File: src/design/assert_macros.svh
// ----------------------------------------------------------------------------
// Assertion macros
// Shared concurrent assertion wrappers for the geometry decoder modules.
// ----------------------------------------------------------------------------
`ifndef ASSERT_MACROS_SVH
`define ASSERT_MACROS_SVH

// Checked on every rising edge of clk while rst_n is high.
`define VTGD_ASSERT(label, prop, msg) \
    label: assert property (@(posedge clk) disable iff (!rst_n) (prop)) \
        else $error(msg);

// Checked on every rising edge of clk, reset included.
`define VTGD_ASSERT_ALWAYS(label, prop, msg) \
    label: assert property (@(posedge clk) (prop)) else $error(msg);

`endif

File: src/design/vtgd_pkg.sv
// ----------------------------------------------------------------------------
// vtgd_pkg
// Types, codes and helpers shared by the vector tile geometry decoder.
// ----------------------------------------------------------------------------
package vtgd_pkg;

    localparam int AREA_BITS_DEF = 64;

    // Result queue depth; must be a power of two and at least four.
    localparam int OUT_DEPTH = 4;
    localparam int OUT_PTR_W = $clog2(OUT_DEPTH);
    localparam int OUT_CNT_W = $clog2(OUT_DEPTH + 1);

    localparam int IN_TDATA_W  = 32;
    localparam int IN_TUSER_W  = 3;
    localparam int OUT_TDATA_W = 136;
    localparam int OUT_TUSER_W = 2;

    // Input opcodes.
    localparam logic OP_WORD = 1'b0;
    localparam logic OP_END  = 1'b1;

    // Geometry command ids.
    localparam logic [2:0] CMD_NONE       = 3'd0;
    localparam logic [2:0] CMD_MOVE_TO    = 3'd1;
    localparam logic [2:0] CMD_LINE_TO    = 3'd2;
    localparam logic [2:0] CMD_CLOSE_PATH = 3'd7;

    localparam logic [1:0] FTYPE_LINE = 2'd2;

    // Result kinds.
    localparam logic [1:0] KIND_POINT = 2'd0;
    localparam logic [1:0] KIND_RING  = 2'd1;
    localparam logic [1:0] KIND_END   = 2'd2;

    // Operations on the running shoelace sum.
    localparam logic [1:0] AREA_NONE  = 2'd0;
    localparam logic [1:0] AREA_CLEAR = 2'd1;
    localparam logic [1:0] AREA_ADD   = 2'd2;
    localparam logic [1:0] AREA_CLOSE = 2'd3;

    // Work handed from the decoder to the area stage.
    typedef struct packed {
        logic        has_ring;
        logic        ring_close;   // exterior comes from the closed area sum
        logic [31:0] ring_start;
        logic [31:0] ring_points;
        logic        has_point;
        logic [31:0] px;
        logic [31:0] py;
        logic        has_end;
        logic [1:0]  area_op;
        logic [31:0] a0;           // cross term a0*b0 - a1*b1
        logic [31:0] b0;
        logic [31:0] a1;
        logic [31:0] b1;
    } job_t;

    typedef struct packed {
        logic [1:0]         kind;
        logic signed [31:0] point_x;
        logic signed [31:0] point_y;
        logic [31:0]        ring_start;
        logic [31:0]        ring_points;
        logic               exterior;
        logic               last;
    } res_t;

    function automatic logic [31:0] unzig(input logic [31:0] w);
        unzig = {1'b0, w[31:1]} ^ {32{w[0]}};
    endfunction

endpackage

File: src/design/vtgd_out_fifo.sv
// ----------------------------------------------------------------------------
// vtgd_out_fifo
// Small result queue taking up to two records per cycle and giving one while out_ready is high.
// ----------------------------------------------------------------------------
`include "assert_macros.svh"

module vtgd_out_fifo
(
    input  logic           clk,
    input  logic           rst_n,
    input  logic [1:0]     push_count,
    input  vtgd_pkg::res_t wr_data0,
    input  vtgd_pkg::res_t wr_data1,
    output logic           room,
    output logic           out_valid,
    input  logic           out_ready,
    output vtgd_pkg::res_t out_data
);

    vtgd_pkg::res_t                  mem_reg [vtgd_pkg::OUT_DEPTH];
    logic [vtgd_pkg::OUT_PTR_W-1:0]  wr_ptr_reg, wr_ptr_next;
    logic [vtgd_pkg::OUT_PTR_W-1:0]  rd_ptr_reg, rd_ptr_next;
    logic [vtgd_pkg::OUT_CNT_W-1:0]  count_reg, count_next;
    logic                            pop;

    assign out_valid = (count_reg != '0);
    assign out_data  = mem_reg[rd_ptr_reg];
    assign pop       = out_valid && out_ready;
    // Room for a full two-record burst.
    assign room      = (count_reg <= vtgd_pkg::OUT_CNT_W'(vtgd_pkg::OUT_DEPTH - 2));

    always_comb
    begin
        wr_ptr_next = wr_ptr_reg + vtgd_pkg::OUT_PTR_W'(push_count);
        rd_ptr_next = rd_ptr_reg + vtgd_pkg::OUT_PTR_W'(pop);
        count_next  = count_reg + vtgd_pkg::OUT_CNT_W'(push_count)
                      - vtgd_pkg::OUT_CNT_W'(pop);
    end

    always_ff @(posedge clk or negedge rst_n)
    begin
        if (!rst_n)
        begin
            wr_ptr_reg <= '0;
            rd_ptr_reg <= '0;
            count_reg  <= '0;
        end
        else
        begin
            wr_ptr_reg <= wr_ptr_next;
            rd_ptr_reg <= rd_ptr_next;
            count_reg  <= count_next;
        end
    end

    always_ff @(posedge clk)
    begin
        if (push_count != 2'd0)
        begin
            mem_reg[wr_ptr_reg] <= wr_data0;
        end
        if (push_count == 2'd2)
        begin
            mem_reg[wr_ptr_reg + vtgd_pkg::OUT_PTR_W'(1)] <= wr_data1;
        end
    end

    // While reset is held the count may not be known yet.
    `VTGD_ASSERT_ALWAYS(a_count_bound,
        !rst_n || (count_reg <= vtgd_pkg::OUT_CNT_W'(vtgd_pkg::OUT_DEPTH)),
        "result queue overfilled")
    `VTGD_ASSERT(a_push_has_room,
        (push_count != 2'd0) |-> room,
        "records pushed without room")

endmodule

File: config.mk
export PLATFORM = sky130hd
export DESIGN_NAME = vtgd_out_fifo
export DESIGN_NICKNAME = d
export VERILOG_FILES = /design/src/design/vtgd_pkg.sv /design/src/design/vtgd_out_fifo.sv
export VERILOG_INCLUDE_DIRS = /design/src /design/src/design
export SDC_FILE = /design/constraint.sdc
export NUM_CORES = 1
export LEC_CHECK = 0
export BUFFER_PORTS_ARGS = -buffer_cell sky130_fd_sc_hd__buf_2
export CAP_MARGIN = 25
export CORE_MARGIN = 8
export CORE_UTILIZATION = 64
export CTS_BUF_LIST = sky130_fd_sc_hd__clkbuf_8
export DETAILED_ROUTE_END_ITERATION = 8
export GPL_TIMING_DRIVEN = 0
export HOLD_SLACK_MARGIN = 0.15
export PLACE_DENSITY = 0.87
export RECOVER_POWER = 50
export SLEW_MARGIN = 10
export SYNTH_ARGS = -nofsm -noshare
export SYNTH_HDL_FRONTEND = slang
export SYNTH_SLANG_ARGS = --single-unit
File: constraint.sdc
create_clock -name clk -period 30.9 [get_ports clk]
set_clock_uncertainty 0.05 [all_clocks]
set_input_delay 0 -clock clk [delete_from_list [all_inputs] [get_ports clk]]
set_output_delay 0 -clock clk [all_outputs]
set_load 0.01 [all_outputs]
* Word level (Yosys, flattened, before mapping)
Memories as Yosys holds them, arrays and structs flattened. Index checks and enable logic that the tools add are counted. W data, S select, Z words.
Operators by class: reductions and logical operators 3, mux-type cells 4, equal/unequal tests 1, $add $sub $neg 5, magnitude comparators 1
Operators with widths (count):
- $mux W1 | 4
- $add A3 B2 Y3 | 1
- $le A3 B2 Y1 const B | 1
- $reduce_bool A3 Y1 | 1
- $sub A3 B1 Y3 | 1
- $add A2 B1 Y2 | 1
- $add A2 B1 Y2 const B | 1
- $add A2 B2 Y2 | 1
- $eq A2 B2 Y1 const B | 1
- $reduce_bool A2 Y1 | 1
- $logic_and A1 B1 Y1 | 1
Storage, ports and cells: word-level logic and storage cells 18, input bits 269, output and inout bits 134, memories 1, RAM bits 528, flip-flop bits (word level) 7
Memories:
- mem_reg | depth 4, width 132, read ports 1, clocked after Yosys merged registers in 0, write ports 2, line vtgd_out_fifo.sv:20 | vtgd_pkg::res_t mem_reg [vtgd_pkg::OUT_DEPTH];

* Logic depth before layout (Yosys ltp)
depth after elaboration 3, depth in mapped cells 7, mapped depth without buffers 6

* Worst setup path after synthesis
OpenSTA, ideal clock, no wires.
path type register to register, start register wr_ptr_reg[0] (netlist name), end memory mem_reg[0][0] (netlist name) (enable), setup time 0.805 ns, stages on the path, launching flop included 3, buffers on the path 0, data arrival time 9.852 ns, setup slack 20.192 ns, period minus slack after synthesis 10.708 ns, required time 30.045 ns, path through dfrtp_1 > o21bai_1 > o21ai_0
RTL lines:
- start: declaration | line vtgd_out_fifo.sv:21 | logic [vtgd_pkg::OUT_PTR_W-1:0] wr_ptr_reg, wr_ptr_next;
- start signal: assignment | line vtgd_out_fifo.sv:50 | wr_ptr_reg <= wr_ptr_next;
- end: declaration | line vtgd_out_fifo.sv:20

==> flow_summary.toml <==
[placed_design]
dpl.hpwl_um = 44800
port_buffers = 401
globalplace.congestion = 0.771
preCtsSetupSlack_ns = 27.64

[power]
p_seq_share_pct = 40.4
p_comb_share_pct = 40.0
irDropWorstVdd_v = 0.0000464
p_leak_nw = 12.5
p_sw_mw = 0.999
pwr_density_cell_nw_per_um2 = 82.7
switching_share_pct = 35.1
intPower_mw = 1.85
power_frac_clock_pct = 19.5

[cells_and_area]
largest_reg_flops = 528
fill_cells = 1602
regArea_um2 = 16000
area_delta_synth_final_pct = 33.9
final_nets = 2537
drive_above_1_share_pct = 45.1
final_util_pct = 86.7
multi_input_area_um2 = 9180

[route]
viasPerCell = 6.34
firstDrtPassIters = 6
wl_um = 84800
drt_iter0_markers = 2048
ant_nets = 0
wl_per_cell_um = 29.6
vias = 18200
drc = 0

[setup_path]
reg2reg_depth = 4
worstSetupPathDepth = 4
worstPathCellList = "clkbuf_1 -> nor2_1 -> clkbuf_1 -> clkbuf_1"
cp_data_required_time_ns = 31.09
cp_max_fo = 25
critPathSlowestCell = "nor2_1"
r2r-start = "wr_ptr_reg[1]"
path_delay_family = "buffers and inverters"
crit_top_cell = "clkbuf_1"
r2r-end = "mem_reg[1][8]"
r2r_slack_ns = 25.75
crit_path_start_kind = "flip-flop"
worst_path_largest_cell_delay_ns = 1.42
startpoint = "wr_ptr_reg[1]"
path_class = "reg -> reg"
cp_num_buf_inv = 3
arrival_ns = 5.34
crit_path_end_kind = "flip-flop"

[timing]
setup_ws_ns = 25.75
clock.fmax_ghz = 0.194
whs_ns = 0.167
slew_headroom_pct = -22.2
worst_pin_slew_ns = 1.83
final_max_slew_viol_count = 249
rsz0062_at_grt = "false"
setup_tns_ns = 0
min_period_over_period_pct = 16.7
min_period_ns = 5.15
setup_viol = 0
hold_viol_final = 0

[global_routing]
first_global_vias = 19600
antenna_found_initial = 14
grt_overflow = 0
grt_usage_pct = 35.6
grt_pass1_wl_um = 125000
grt_max_degree = 26

[synthesis]
ys_seq_elements = 535
ys_top_cells_by_count = "edfxtp_1, mux2_2, mux4_2, mux2_1, buf_2"
yosysMostFrequentCell = "edfxtp_1"
synth_nets = 1589
syn_area_um2 = 25700
yosys_warnings = 0
netlist_instances = 1316
synthArstFlopShare_pct = 1.31
ys.flop_type = "edfxtp_1"
synth_edf_count = 528
synth_seq_area_share_pct = 62.3
synthTopCellsByArea = "edfxtp_1, mux2_2, mux4_2"
netlist.area_leader.share_pct = 61.7
synth_cell_type_count = 25
yosys.area.top_type = "edfxtp_1"
avgSynthCellArea_um2 = 19.5

[clocking]
cts_buffer_depth = 3
cts.sinks = 535
clk_latency_ns = 0.64
post_cts_buffers = 0
post_cts_resized = 0
cts_hold_buf = 434
h-tree-depth = 3
numCtsBuffers = 86
clk_pin_slew_ns = 0.07
cts_tree = "yes"
cts-root-buf = "clkbuf_8"

[run]
drv_cap = 11

[floorplan]
die_h_um = 216
die_w_um = 216
start_util_pct = 64.7
num_io_pins = 403
core_um2 = 39700
die_area_um2 = 46800
rows = 73

[min_path]
hold_start = "wr_data0[45]"
whs_path_depth = 3
hold_end = "mem_reg[0][45]"
holdCritPathClass = "in -> reg"

[status]
violations = "max-capacitance violations, max-slew violations"
outcome = "complete, but fails checks"
[kinds of logic after synthesis]
kind of cell	after synthesis	synth area share, %
mux	662	34.8
simple gates	8	0.282
flops	535	62.3
buf+inv	94	2.01
fa+ha+maj	4	0.224
xor+xnor	6	0.204
compound gates	7	0.180
[worst max path at each step]
stage | end | slack, ns
3_5_place_dp | mem_reg[2][89] | 27.64
5_1_grt | mem_reg[1][85] | 25.67
2_1_floorplan | mem_reg[0][0] | 20.19
6_report | mem_reg[1][8] | 25.75
4_1_cts | mem_reg[2][83] | 27.61
3_3_place_gp | mem_reg[0][104] | 12.31
[final cells by class]
class,count,area share (%)
Clock buffer,87,3.48
Timing Repair Buffer,860,19.4
Tap cell,525,1.91
Multi-Input combinational cell,687,26.6
Antenna cell,19,0.138
Clock inverter,60,0.719
Sequential cell,535,46.5
Buffer,90,1.13
Inverter,4,0.0436
[layer usage]
metal | share of wire (%) | global-route usage, % | up-vias
met1 | 34 | 42.0 | 9141
li1 | - | - | 7386
met2 | 51 | 60.7 | 1361
met5 | 0.015 | 0 | -
met4 | 5.5 | 19.2 | 2
met3 | 9.0 | 7.47 | 288
[stage by stage]
step / cells / area, µm² / power, mW
2_1_floorplan: 1316 / 25700 / 1.82
3_3_place_gp: 2242 / 28400 / 2.25
3_5_place_dp: 2267 / 29000 / 2.22
4_1_cts: 2848 / 34800 / 2.82
5_1_grt: 2863 / 34400 / 2.93
6_report: 2867 / 34400 / 2.85
[worst min-delay path: stages]
cell and delay [ns]:
dlygate4sd3_1 0.51, buf_2 0.12, mux2_2 0.14
[cells in the final DEF (no fill, tap or decap)]
cell,synthesis,layout
o21bai_4,0,1
nor4b_1,0,1
nor2_1,2,2
ha_1,3,3
or3_1,1,1
nor4bb_1,2,2
nand4b_1,1,1
mux4_2,132,132
edfxtp_1,528,528
fa_1,1,1
mux2_1,80,108
inv_6,0,2
o311ai_0,1,1
clkinv_1,0,17
o21ai_4,0,1
buf_16,0,9
diode_2,0,19
buf_4,26,7
o21bai_1,2,1
clkinv_2,0,4
o21ai_0,2,1
clkinvlp_4,0,2
or2_2,1,1
inv_1,4,39
clkbuf_8,0,87
buf_1,2,2
dlygate4sd3_1,0,434
xnor2_1,6,6
clkbuf_1,9,116
mux2i_1,2,2
buf_2,53,377
a21oi_1,1,1
dfrtp_1,7,7
buf_12,0,5
mux2_2,448,420
o31ai_1,1,1
[power groups by stage]
stage          clock (mW)  combinational [mW]  sequential [mW]
6_report            0.556                1.14             1.15
5_1_grt             0.584                1.19             1.17
4_1_cts             0.537                1.15             1.13
3_5_place_dp            0                1.08             1.14
3_3_place_gp            0               0.984             1.27
2_1_floorplan           0               0.624             1.19
No activity file was read; power rests on OpenSTA's default activity.
