<file path="config.mk">
export PLATFORM = sky130hd
export DESIGN_NAME = vtgd_decode
export DESIGN_NICKNAME = d
export VERILOG_FILES = /design/src/design/vtgd_pkg.sv /design/src/design/vtgd_decode.sv
export VERILOG_INCLUDE_DIRS = /design/src /design/src/design
export SDC_FILE = /design/constraint.sdc
export NUM_CORES = 1
export LEC_CHECK = 0
export CORE_MARGIN = 8
export CORE_UTILIZATION = 35
export CTS_CLUSTER_DIAMETER = 40
export DETAILED_ROUTE_END_ITERATION = 7
export DONT_BUFFER_PORTS = 1
export PLACE_DENSITY = 0.46
export SLEW_MARGIN = 0
export SYNTH_ARGS = -nofsm -noshare
export SYNTH_HDL_FRONTEND = slang
export SYNTH_SLANG_ARGS = --single-unit
</file>
<file path="constraint.sdc">
create_clock -name clk -period 4.2 [get_ports clk]
set_input_delay 0.63 -clock clk [delete_from_list [all_inputs] [get_ports clk]]
set_output_delay 0.63 -clock clk [all_outputs]
set_load 0.005 [all_outputs]
</file>
<file path="src/design/assert_macros.svh">
// ----------------------------------------------------------------------------
// Assertion macros
// Shared concurrent assertion wrappers for the geometry decoder modules.
// ----------------------------------------------------------------------------
`ifndef ASSERT_MACROS_SVH
`define ASSERT_MACROS_SVH

// Checked on every rising edge of clk while rst_n is high.
`define VTGD_ASSERT(label, prop, msg) \
    label: assert property (@(posedge clk) disable iff (!rst_n) (prop)) \
        else $error(msg);

// Checked on every rising edge of clk, reset included.
`define VTGD_ASSERT_ALWAYS(label, prop, msg) \
    label: assert property (@(posedge clk) (prop)) else $error(msg);

`endif

</file>
<file path="src/design/vtgd_pkg.sv">
// ----------------------------------------------------------------------------
// vtgd_pkg
// Types, codes and helpers shared by the vector tile geometry decoder.
// ----------------------------------------------------------------------------
package vtgd_pkg;

    localparam int AREA_BITS_DEF = 64;

    // Result queue depth; must be a power of two and at least four.
    localparam int OUT_DEPTH = 4;
    localparam int OUT_PTR_W = $clog2(OUT_DEPTH);
    localparam int OUT_CNT_W = $clog2(OUT_DEPTH + 1);

    localparam int IN_TDATA_W  = 32;
    localparam int IN_TUSER_W  = 3;
    localparam int OUT_TDATA_W = 136;
    localparam int OUT_TUSER_W = 2;

    // Input opcodes.
    localparam logic OP_WORD = 1'b0;
    localparam logic OP_END  = 1'b1;

    // Geometry command ids.
    localparam logic [2:0] CMD_NONE       = 3'd0;
    localparam logic [2:0] CMD_MOVE_TO    = 3'd1;
    localparam logic [2:0] CMD_LINE_TO    = 3'd2;
    localparam logic [2:0] CMD_CLOSE_PATH = 3'd7;

    localparam logic [1:0] FTYPE_LINE = 2'd2;

    // Result kinds.
    localparam logic [1:0] KIND_POINT = 2'd0;
    localparam logic [1:0] KIND_RING  = 2'd1;
    localparam logic [1:0] KIND_END   = 2'd2;

    // Operations on the running shoelace sum.
    localparam logic [1:0] AREA_NONE  = 2'd0;
    localparam logic [1:0] AREA_CLEAR = 2'd1;
    localparam logic [1:0] AREA_ADD   = 2'd2;
    localparam logic [1:0] AREA_CLOSE = 2'd3;

    // Work handed from the decoder to the area stage.
    typedef struct packed {
        logic        has_ring;
        logic        ring_close;   // exterior comes from the closed area sum
        logic [31:0] ring_start;
        logic [31:0] ring_points;
        logic        has_point;
        logic [31:0] px;
        logic [31:0] py;
        logic        has_end;
        logic [1:0]  area_op;
        logic [31:0] a0;           // cross term a0*b0 - a1*b1
        logic [31:0] b0;
        logic [31:0] a1;
        logic [31:0] b1;
    } job_t;

    typedef struct packed {
        logic [1:0]         kind;
        logic signed [31:0] point_x;
        logic signed [31:0] point_y;
        logic [31:0]        ring_start;
        logic [31:0]        ring_points;
        logic               exterior;
        logic               last;
    } res_t;

    function automatic logic [31:0] unzig(input logic [31:0] w);
        unzig = {1'b0, w[31:1]} ^ {32{w[0]}};
    endfunction

endpackage

</file>
<file path="src/design/vtgd_decode.sv">
// ----------------------------------------------------------------------------
// vtgd_decode
// Command and delta decoding, cursor and ring bookkeeping.
// ----------------------------------------------------------------------------
`include "assert_macros.svh"

module vtgd_decode
(
    input  logic                clk,
    input  logic                rst_n,
    input  logic                advance,
    input  logic                accept,
    input  logic                opcode,
    input  logic [31:0]         word,
    input  logic [1:0]          ftype,
    output logic                job_valid,
    output vtgd_pkg::job_t      job
);

    logic [31:0]    cursor_x_reg, cursor_x_next;
    logic [31:0]    cursor_y_reg, cursor_y_next;
    logic [2:0]     active_reg, active_next;
    logic [28:0]    pairs_left_reg, pairs_left_next;
    logic           have_x_reg, have_x_next;
    logic [31:0]    held_x_reg, held_x_next;
    logic [31:0]    first_index_reg, first_index_next;
    logic [31:0]    ring_count_reg, ring_count_next;
    logic [31:0]    first_x_reg, first_x_next;
    logic [31:0]    first_y_reg, first_y_next;
    logic           halted_reg, halted_next;
    logic [31:0]    point_counter_reg, point_counter_next;
    logic           job_valid_reg;
    vtgd_pkg::job_t job_reg, job_next;

    logic [31:0] nx;
    logic [31:0] ny;
    logic [2:0]  cmd_id;
    logic [28:0] cmd_cnt;
    logic        line_flush;
    logic [31:0] rc_eff;

    always_comb
    begin
        cursor_x_next      = cursor_x_reg;
        cursor_y_next      = cursor_y_reg;
        active_next        = active_reg;
        pairs_left_next    = pairs_left_reg;
        have_x_next        = have_x_reg;
        held_x_next        = held_x_reg;
        first_index_next   = first_index_reg;
        ring_count_next    = ring_count_reg;
        first_x_next       = first_x_reg;
        first_y_next       = first_y_reg;
        halted_next        = halted_reg;
        point_counter_next = point_counter_reg;
        job_next           = '0;

        nx         = cursor_x_reg + vtgd_pkg::unzig(held_x_reg);
        ny         = cursor_y_reg + vtgd_pkg::unzig(word);
        cmd_id     = word[2:0];
        cmd_cnt    = word[31:3];
        line_flush = (ftype == vtgd_pkg::FTYPE_LINE) && (ring_count_reg >= 32'd2);
        rc_eff     = ring_count_reg;

        if (accept)
        begin
            if (opcode == vtgd_pkg::OP_END)
            begin
                job_next.has_ring    = line_flush;
                job_next.ring_start  = first_index_reg;
                job_next.ring_points = ring_count_reg;
                job_next.has_end     = 1'b1;
                job_next.area_op     = vtgd_pkg::AREA_CLEAR;
                cursor_x_next    = '0;
                cursor_y_next    = '0;
                active_next      = vtgd_pkg::CMD_NONE;
                pairs_left_next  = '0;
                have_x_next      = 1'b0;
                held_x_next      = '0;
                first_index_next = '0;
                ring_count_next  = '0;
                first_x_next     = '0;
                first_y_next     = '0;
                halted_next      = 1'b0;
            end
            else if (halted_reg)
            begin
                job_next = '0;
            end
            else if ((active_reg inside {vtgd_pkg::CMD_MOVE_TO, vtgd_pkg::CMD_LINE_TO})
                     && (pairs_left_reg != '0))
            begin
                if (!have_x_reg)
                begin
                    held_x_next = word;
                    have_x_next = 1'b1;
                end
                else
                begin
                    cursor_x_next = nx;
                    cursor_y_next = ny;
                    have_x_next   = 1'b0;
                    // A MoveTo always opens a new ring; a line ring is flushed first.
                    if (active_reg == vtgd_pkg::CMD_MOVE_TO)
                    begin
                        job_next.has_ring    = line_flush;
                        job_next.ring_start  = first_index_reg;
                        job_next.ring_points = ring_count_reg;
                        rc_eff               = '0;
                    end
                    if (rc_eff == '0)
                    begin
                        first_index_next = point_counter_reg;
                        first_x_next     = nx;
                        first_y_next     = ny;
                        job_next.area_op = vtgd_pkg::AREA_CLEAR;
                    end
                    else
                    begin
                        job_next.area_op = vtgd_pkg::AREA_ADD;
                        job_next.a0      = cursor_x_reg;
                        job_next.b0      = ny;
                        job_next.a1      = nx;
                        job_next.b1      = cursor_y_reg;
                    end
                    job_next.has_point = 1'b1;
                    job_next.px        = nx;
                    job_next.py        = ny;
                    point_counter_next = point_counter_reg + 32'd1;
                    ring_count_next    = (rc_eff == '1) ? rc_eff : rc_eff + 32'd1;
                    pairs_left_next    = pairs_left_reg - 29'd1;
                    if (pairs_left_reg == 29'd1)
                    begin
                        active_next = vtgd_pkg::CMD_NONE;
                    end
                end
            end
            else
            begin
                have_x_next = 1'b0;
                if (cmd_id inside {vtgd_pkg::CMD_MOVE_TO, vtgd_pkg::CMD_LINE_TO})
                begin
                    active_next     = (cmd_cnt != '0) ? cmd_id : vtgd_pkg::CMD_NONE;
                    pairs_left_next = cmd_cnt;
                end
                else if (cmd_id == vtgd_pkg::CMD_CLOSE_PATH)
                begin
                    active_next     = vtgd_pkg::CMD_NONE;
                    pairs_left_next = '0;
                    if (ring_count_reg >= 32'd3)
                    begin
                        job_next.has_ring    = 1'b1;
                        job_next.ring_close  = 1'b1;
                        job_next.ring_start  = first_index_reg;
                        job_next.ring_points = ring_count_reg;
                        job_next.area_op     = vtgd_pkg::AREA_CLOSE;
                        job_next.a0          = cursor_x_reg;
                        job_next.b0          = first_y_reg;
                        job_next.a1          = first_x_reg;
                        job_next.b1          = cursor_y_reg;
                    end
                    else
                    begin
                        job_next.area_op = vtgd_pkg::AREA_CLEAR;
                    end
                    ring_count_next = '0;
                end
                else
                begin
                    // Unknown command: ignore everything up to the end of the feature.
                    active_next     = vtgd_pkg::CMD_NONE;
                    pairs_left_next = '0;
                    halted_next     = 1'b1;
                end
            end
        end
    end

    always_ff @(posedge clk or negedge rst_n)
    begin
        if (!rst_n)
        begin
            cursor_x_reg      <= '0;
            cursor_y_reg      <= '0;
            active_reg        <= vtgd_pkg::CMD_NONE;
            pairs_left_reg    <= '0;
            have_x_reg        <= 1'b0;
            held_x_reg        <= '0;
            first_index_reg   <= '0;
            ring_count_reg    <= '0;
            first_x_reg       <= '0;
            first_y_reg       <= '0;
            halted_reg        <= 1'b0;
            point_counter_reg <= '0;
            job_valid_reg     <= 1'b0;
        end
        else
        begin
            cursor_x_reg      <= cursor_x_next;
            cursor_y_reg      <= cursor_y_next;
            active_reg        <= active_next;
            pairs_left_reg    <= pairs_left_next;
            have_x_reg        <= have_x_next;
            held_x_reg        <= held_x_next;
            first_index_reg   <= first_index_next;
            ring_count_reg    <= ring_count_next;
            first_x_reg       <= first_x_next;
            first_y_reg       <= first_y_next;
            halted_reg        <= halted_next;
            point_counter_reg <= point_counter_next;
            if (advance)
            begin
                job_valid_reg <= accept;
            end
        end
    end

    always_ff @(posedge clk)
    begin
        if (advance)
        begin
            job_reg <= job_next;
        end
    end

    assign job_valid = job_valid_reg;
    assign job       = job_reg;

    `VTGD_ASSERT(a_halted_silent,
        (accept && opcode == vtgd_pkg::OP_WORD && halted_reg) |=>
        (!job_reg.has_ring && !job_reg.has_point && !job_reg.has_end),
        "ignored word produced a result")
    `VTGD_ASSERT(a_two_results_max,
        job_valid_reg |-> !(job_reg.has_point && job_reg.has_end),
        "job carries a point and a feature end")
    `VTGD_ASSERT(a_end_clears,
        (accept && opcode == vtgd_pkg::OP_END) |=>
        (cursor_x_reg == '0 && cursor_y_reg == '0 && ring_count_reg == '0 && !halted_reg),
        "feature end left state behind")

endmodule

</file>
; Word level (Yosys, flattened, before mapping)
; Index checks and enable logic that the tools add are counted.
[word_totals]
latchBits = 0
mem_bits_ro = 0
in_bits = 39
register_bits = 553
memories = 0
ramBits = 0
[op_classes]
n_mul = 0
reduce_logical = 23
n_div = 0
n_shift = 0
eq_ne = 13
order_cmp = 2
n_addsub = 5
mux = 85
n_bitwise = 8
[op_table]
columns = operator, count
row1 = $mux 32, 40
row2 = $mux 130, 5
row3 = $mux 128, 2
row4 = $mux 66, 3
row5 = $mux 64, 3
row6 = $mux 29, 5
row7 = $mux 131, 1
row8 = $mux 129, 1
row9 = $mux 65, 1
row10 = $add 32x1->32 const B, 2
row11 = $add 32x32->32, 2
row12 = $ge 32x2->1 const B, 2
row13 = $xor 31x32->32, 2
row14 = $reduce_bool 29->1, 2
row15 = $eq 32x32->1 const B, 1
row16 = $logic_not 32->1, 1
row17 = $eq 29x1->1 const B, 1
row18 = $sub 29x1->29 const B, 1
row19 = $mux 3, 8
row20 = $reduce_and 5->1, 3
row21 = $mux 1, 14
row22 = $reduce_and 4->1, 3
row23 = $reduce_bool 2->1, 5
row24 = $eq 3x1->1 const B, 2
row25 = other kinds (16), 26

; Longest topological paths before layout
[depth]
ltp_word = 13
mapped_depth = 16
mapped_depth_nobuf = 14

; Worst setup path before layout
; No wires, ideal clock.
[synth_timing]
path_type = input port to flip-flop
start = input word[0]
end = register job_reg (netlist bit job[88]), data pin
stages = 16
n_path_buf = 2
arrival_time_ns = 3.649
t_required_ns = 3.932
slack_ns = 0.284
setup_time_ns = 0.268
cell_sequence = clkbuf_1 clkbuf_1 inv_1 ha_1 inv_1 ha_1 inv_1 fa_1 nor2b_1 o21a_1 o21ai_0 a211oi_1 o2bb2ai_1 o21a_1 o211ai_1 o21ai_0
[synth_via]
elab_chain_cells = 5
elab_cells_between_ends = 11
[synth_lines]
columns = item, line_no
row1 = start: declaration, vtgd_decode.sv:14  ; input logic [31:0] word,
row2 = $xor 31x32->32, vtgd_pkg.sv:70  ; unzig = {1'b0, w[31:1]} ^ {32{w[0]}};
row3 = $add 32x32->32, vtgd_decode.sv:59  ; ny = cursor_y_reg + vtgd_pkg::unzig(word);
row4 = $mux 128, vtgd_decode.sv:111  ; if (rc_eff == '0)
row5 = $mux 130, vtgd_decode.sv:93  ; if (!have_x_reg)
row6 = $mux 130 (*), vtgd_decode.sv:90  ; else if ((active_reg inside {vtgd_pkg::CMD_MOVE_TO, vtgd_pkg::CMD_LINE_TO})
row7 = end signal: assignment, vtgd_decode.sv:222  ; job_reg <= job_next;
row8 = end: declaration, vtgd_decode.sv:33  ; vtgd_pkg::job_t job_reg, job_next;
; Every way passes the cells marked *; elsewhere a longest branch is shown, timed or not.
; A chain may end at the register's enable or synchronous reset.

; Worst setup path in the final report
[layout_timing]
start = register held_x_reg[0]
end = register cursor_x_reg[29]
[layout_via]
elab_chain_cells = 6
[layout_lines]
columns = item, line_no
row1 = start: declaration, vtgd_decode.sv:25  ; logic [31:0] held_x_reg, held_x_next;
row2 = start signal: assignment, vtgd_decode.sv:204  ; held_x_reg <= held_x_next;
row3 = $xor 31x32->32, vtgd_pkg.sv:70
row4 = $add 32x32->32, vtgd_decode.sv:58  ; nx = cursor_x_reg + vtgd_pkg::unzig(held_x_reg);
row5 = $mux 32, vtgd_decode.sv:93
row6 = $mux 32, vtgd_decode.sv:90
row7 = $mux 32, vtgd_decode.sv:86  ; else if (halted_reg)
row8 = $mux 32, vtgd_decode.sv:67  ; if (opcode == vtgd_pkg::OP_END)
row9 = end signal: assignment, vtgd_decode.sv:199  ; cursor_x_reg <= cursor_x_next;
row10 = end: declaration, vtgd_decode.sv:20  ; logic [31:0] cursor_x_reg, cursor_x_next;
; No other way between the ends. The select of a mux whose other input is x is not followed.

==> flow_metrics.env <==
export IMPL_status="finished, violations left"
export IMPL_final_nets=2559
export IMPL_worstPathRequired_ps=4780
export IMPL_cts_setup_buffers=0
export IMPL_synth_edf_count=262
export IMPL_finalHoldViolCount=291
export IMPL_vdd_ir_drop_worst_uv=292
export IMPL_portBuffers=0
export IMPL_antenna_found_initial=2
export IMPL_switching_power_mw=3.85
export IMPL_dr_total_vias=19400
export IMPL_finalSetupTns_ps=0
export IMPL_drc=0
export IMPL_slew_violations=65
export IMPL_seq_area_um2=15100
export IMPL_endpoint_kind="flop"
export IMPL_timing_slew_headroom=-0.0361
export IMPL_insertion_delay_ps=650
export IMPL_cp_common_cell="buf_4"
export IMPL_ys_flop_type="dfrtp_1"
export IMPL_start_kind="flop"
export IMPL_tightest_slew_ps=1550
export IMPL_fp_dieH_um=292
export IMPL_first_pass_iters=5
export IMPL_grt_overflow_total=0
export IMPL_synth_area_um2=26700
export IMPL_cpPeakStageDelay_ps=530
export IMPL_p_int_mw=11.4
export IMPL_period_share=0.901
export IMPL_rsz0062_at_grt="no"
export IMPL_cp_max_fo=18
export IMPL_synthDistinctLibCells=85
export IMPL_multi_input_area_um2=10900
export IMPL_largest_reg_flops=262
export IMPL_area_growth_pct=17.3
export IMPL_grt_max_degree=292
export IMPL_crit_type="reg -> reg"
export IMPL_clockPowerShare=0.536
export IMPL_cts_clk_slew_worst_paths_ps=60
export IMPL_mostFrequentLayoutCells="dfrtp_1 (291), edfxtp_1 (262), nand2_1 (247)"
export IMPL_vias_per_cell=5.53
export IMPL_fp_coreArea_um2=75700
export IMPL_diodes=0
export IMPL_place_area_um2=27800
export IMPL_drive_gt1_frac=0.104
export IMPL_cpMaxStageDelayCell="dfrtp_1"
export IMPL_cp_arrival_ps=4370
export IMPL_whs_ps=-287
export IMPL_setup_ws_ps=417
export IMPL_die_w_um=292
export IMPL_fill_cells=7224
export IMPL_finClkSkew_ps=31.6
export IMPL_cts_root_buf="clkbuf_16"
export IMPL_path_cells="buf_4 -> buf_4 -> xor2_1 -> ha_1 -> nand4_1 -> or3_1 -> or3b_2 -> and3_1 -> nor4_1 -> buf_4 -> a21o_1"
export IMPL_seq_area_frac_synth=0.568
export IMPL_leakagePower_nw=13.3
export IMPL_syn_inst=2430
export IMPL_seqPwrFrac=0.399
export IMPL_hold_path_class="in -> async"
export IMPL_wirelength_um=84700
export IMPL_wire_per_inst_um=24.1
export IMPL_grt_pass1_wl_um=127000
export IMPL_final_common_cell="dfrtp_1"
export IMPL_start_util=0.352
export IMPL_postCtsResizedCells=0
export IMPL_tritoncts="built"
export IMPL_synth_net_count=2541
export IMPL_fmaxAchievable_ghz=0.264
export IMPL_rows=101
export IMPL_fin_crit_ps=3780
export IMPL_drt_initial_drc_count=1601
export IMPL_final_area_um2=31300
export IMPL_r2r_cells=11
export IMPL_hpwl_um=58300
export IMPL_setup_viol=0
export IMPL_grt_total_usage=0.193
export IMPL_dpl_worst_slack_ps=287
export IMPL_pwr_share_comb=0.064
export IMPL_grt_pass1_vias=19500
export IMPL_antenna_left=0
export IMPL_ys_warnings_count=0
export IMPL_pin_count=302
export IMPL_violations="negative hold slack, max-slew violations"
export IMPL_clock_sinks=553
export IMPL_avgSynthCellArea_um2=11.0
export IMPL_die_area_um2=85300
export IMPL_clock_path_buffers=3
export IMPL_p_per_area_nw_per_um2=487
export IMPL_cts_buffers=99
export IMPL_finalWeightedCongestion=0.845
export IMPL_max_cap_viol_count=0
export IMPL_async_flop_share=0.526
export IMPL_h_tree_depth=3
export IMPL_synth_seq_cells=553
export IMPL_netSwitchingFraction=0.253
==> layer usage <==
layer,global-route usage,up-vias,share of wire
met5,0,-,0
met4,0.0690,0,0.031
li1,-,8984,-
met3,0.0470,155,0.070
met2,0.308,638,0.46
met1,0.256,9630,0.44
==> final cells by class <==
class,count,area share
sequential,553,0.484
multi-input combinational,1707,0.347
clock buffer,114,0.0833
tap,978,0.0391
clock inverter,73,0.0268
timing repair buffer,56,0.0162
inverter,31,0.00372
==> logic make-up after synthesis <==
kind of cell	synth area share
AO/OA/AOI/OAI	0.166
adder cells (fa/ha/maj)	0.0343
multiplexers	0.00310
AND/OR/NAND/NOR	0.153
flip-flops	0.568
buffers and inverters	0.0279
XOR/XNOR	0.0485
==> cells in the mapped netlist (6+ instances only) <==
library cell    n  area share
buf_4          15      0.0042
clkbuf_1       77       0.011
nor3_1         52      0.0098
nor4_1         20      0.0047
a211oi_1        7      0.0020
edfxtp_1      262        0.29
ha_1           70       0.033
and4_1          8      0.0026
nand2_1       247       0.035
nand4_1        40      0.0094
nor2b_1        10      0.0023
a32oi_1        11      0.0036
nand2b_1        9      0.0021
or3_1           6      0.0014
inv_1          30      0.0042
a21oi_1       131       0.025
and3_1         29      0.0068
o21ai_1        33      0.0062
buf_2          38      0.0071
buf_1           8      0.0011
xnor2_1        57       0.019
a21boi_0        7      0.0020
o31ai_1        36       0.010
o21ai_0       146       0.027
nand3_1        49      0.0092
a22o_1         99       0.033
a31oi_1        22      0.0052
and2_1        162       0.038
dfrtp_1       291        0.27
o21bai_1        7      0.0020
o21a_1         17      0.0048
nor2_1        160       0.023
a21o_1         71       0.020
mux2i_1         6      0.0023
o211ai_1       10      0.0028
xor2_1         88       0.029
==> final timing paths <==
path / from / to / slack, ps
max in group asynchronous: rst_n / first_x_reg[10] / 4050
min: rst_n / first_x_reg[22] / -290
min in group clk: word[6] / pairs_left_reg[3] / 110
max: held_x_reg[0] / cursor_x_reg[29] / 420
max reg2reg: held_x_reg[0] / cursor_x_reg[29] / 420
min reg2reg: first_y_reg[11] / first_y_reg[11] / 470
==> worst max-delay path: cells and delay by family, from the launching register on <==
| kind | cells | cell delay [ps] |
|---|---|---|
| xor gates and xnor gates | 1 | 120 |
| DFF | 1 | 530 |
| buffers and inverters | 3 | 780 |
| and+or+nand+nor | 5 | 1720 |
| AOI/OAI and AO/OA | 1 | 80 |
| adders and majority gates | 1 | 480 |
==> through the flow <==
stage	instances	power [mW]	utilization
after CTS	3512	15.4	0.413
after floorplan	2430	6.82	-
after global placement	3325	7.15	0.368
after global routing	3512	15.8	0.413
after detailed placement	3325	7.16	0.368
final	3512	15.2	0.413
==> power groups by stage <==
stage               sequential (mW)  combinational, mW  clock [mW]
floorplan                      6.11              0.712           0
global placement               6.18              0.961           0
detailed placement             6.19              0.975           0
CTS                            6.09              0.981        8.37
global route                   6.11               1.08        8.60
finish                         6.08              0.982        8.18
Power figures use the tool's default switching activity.
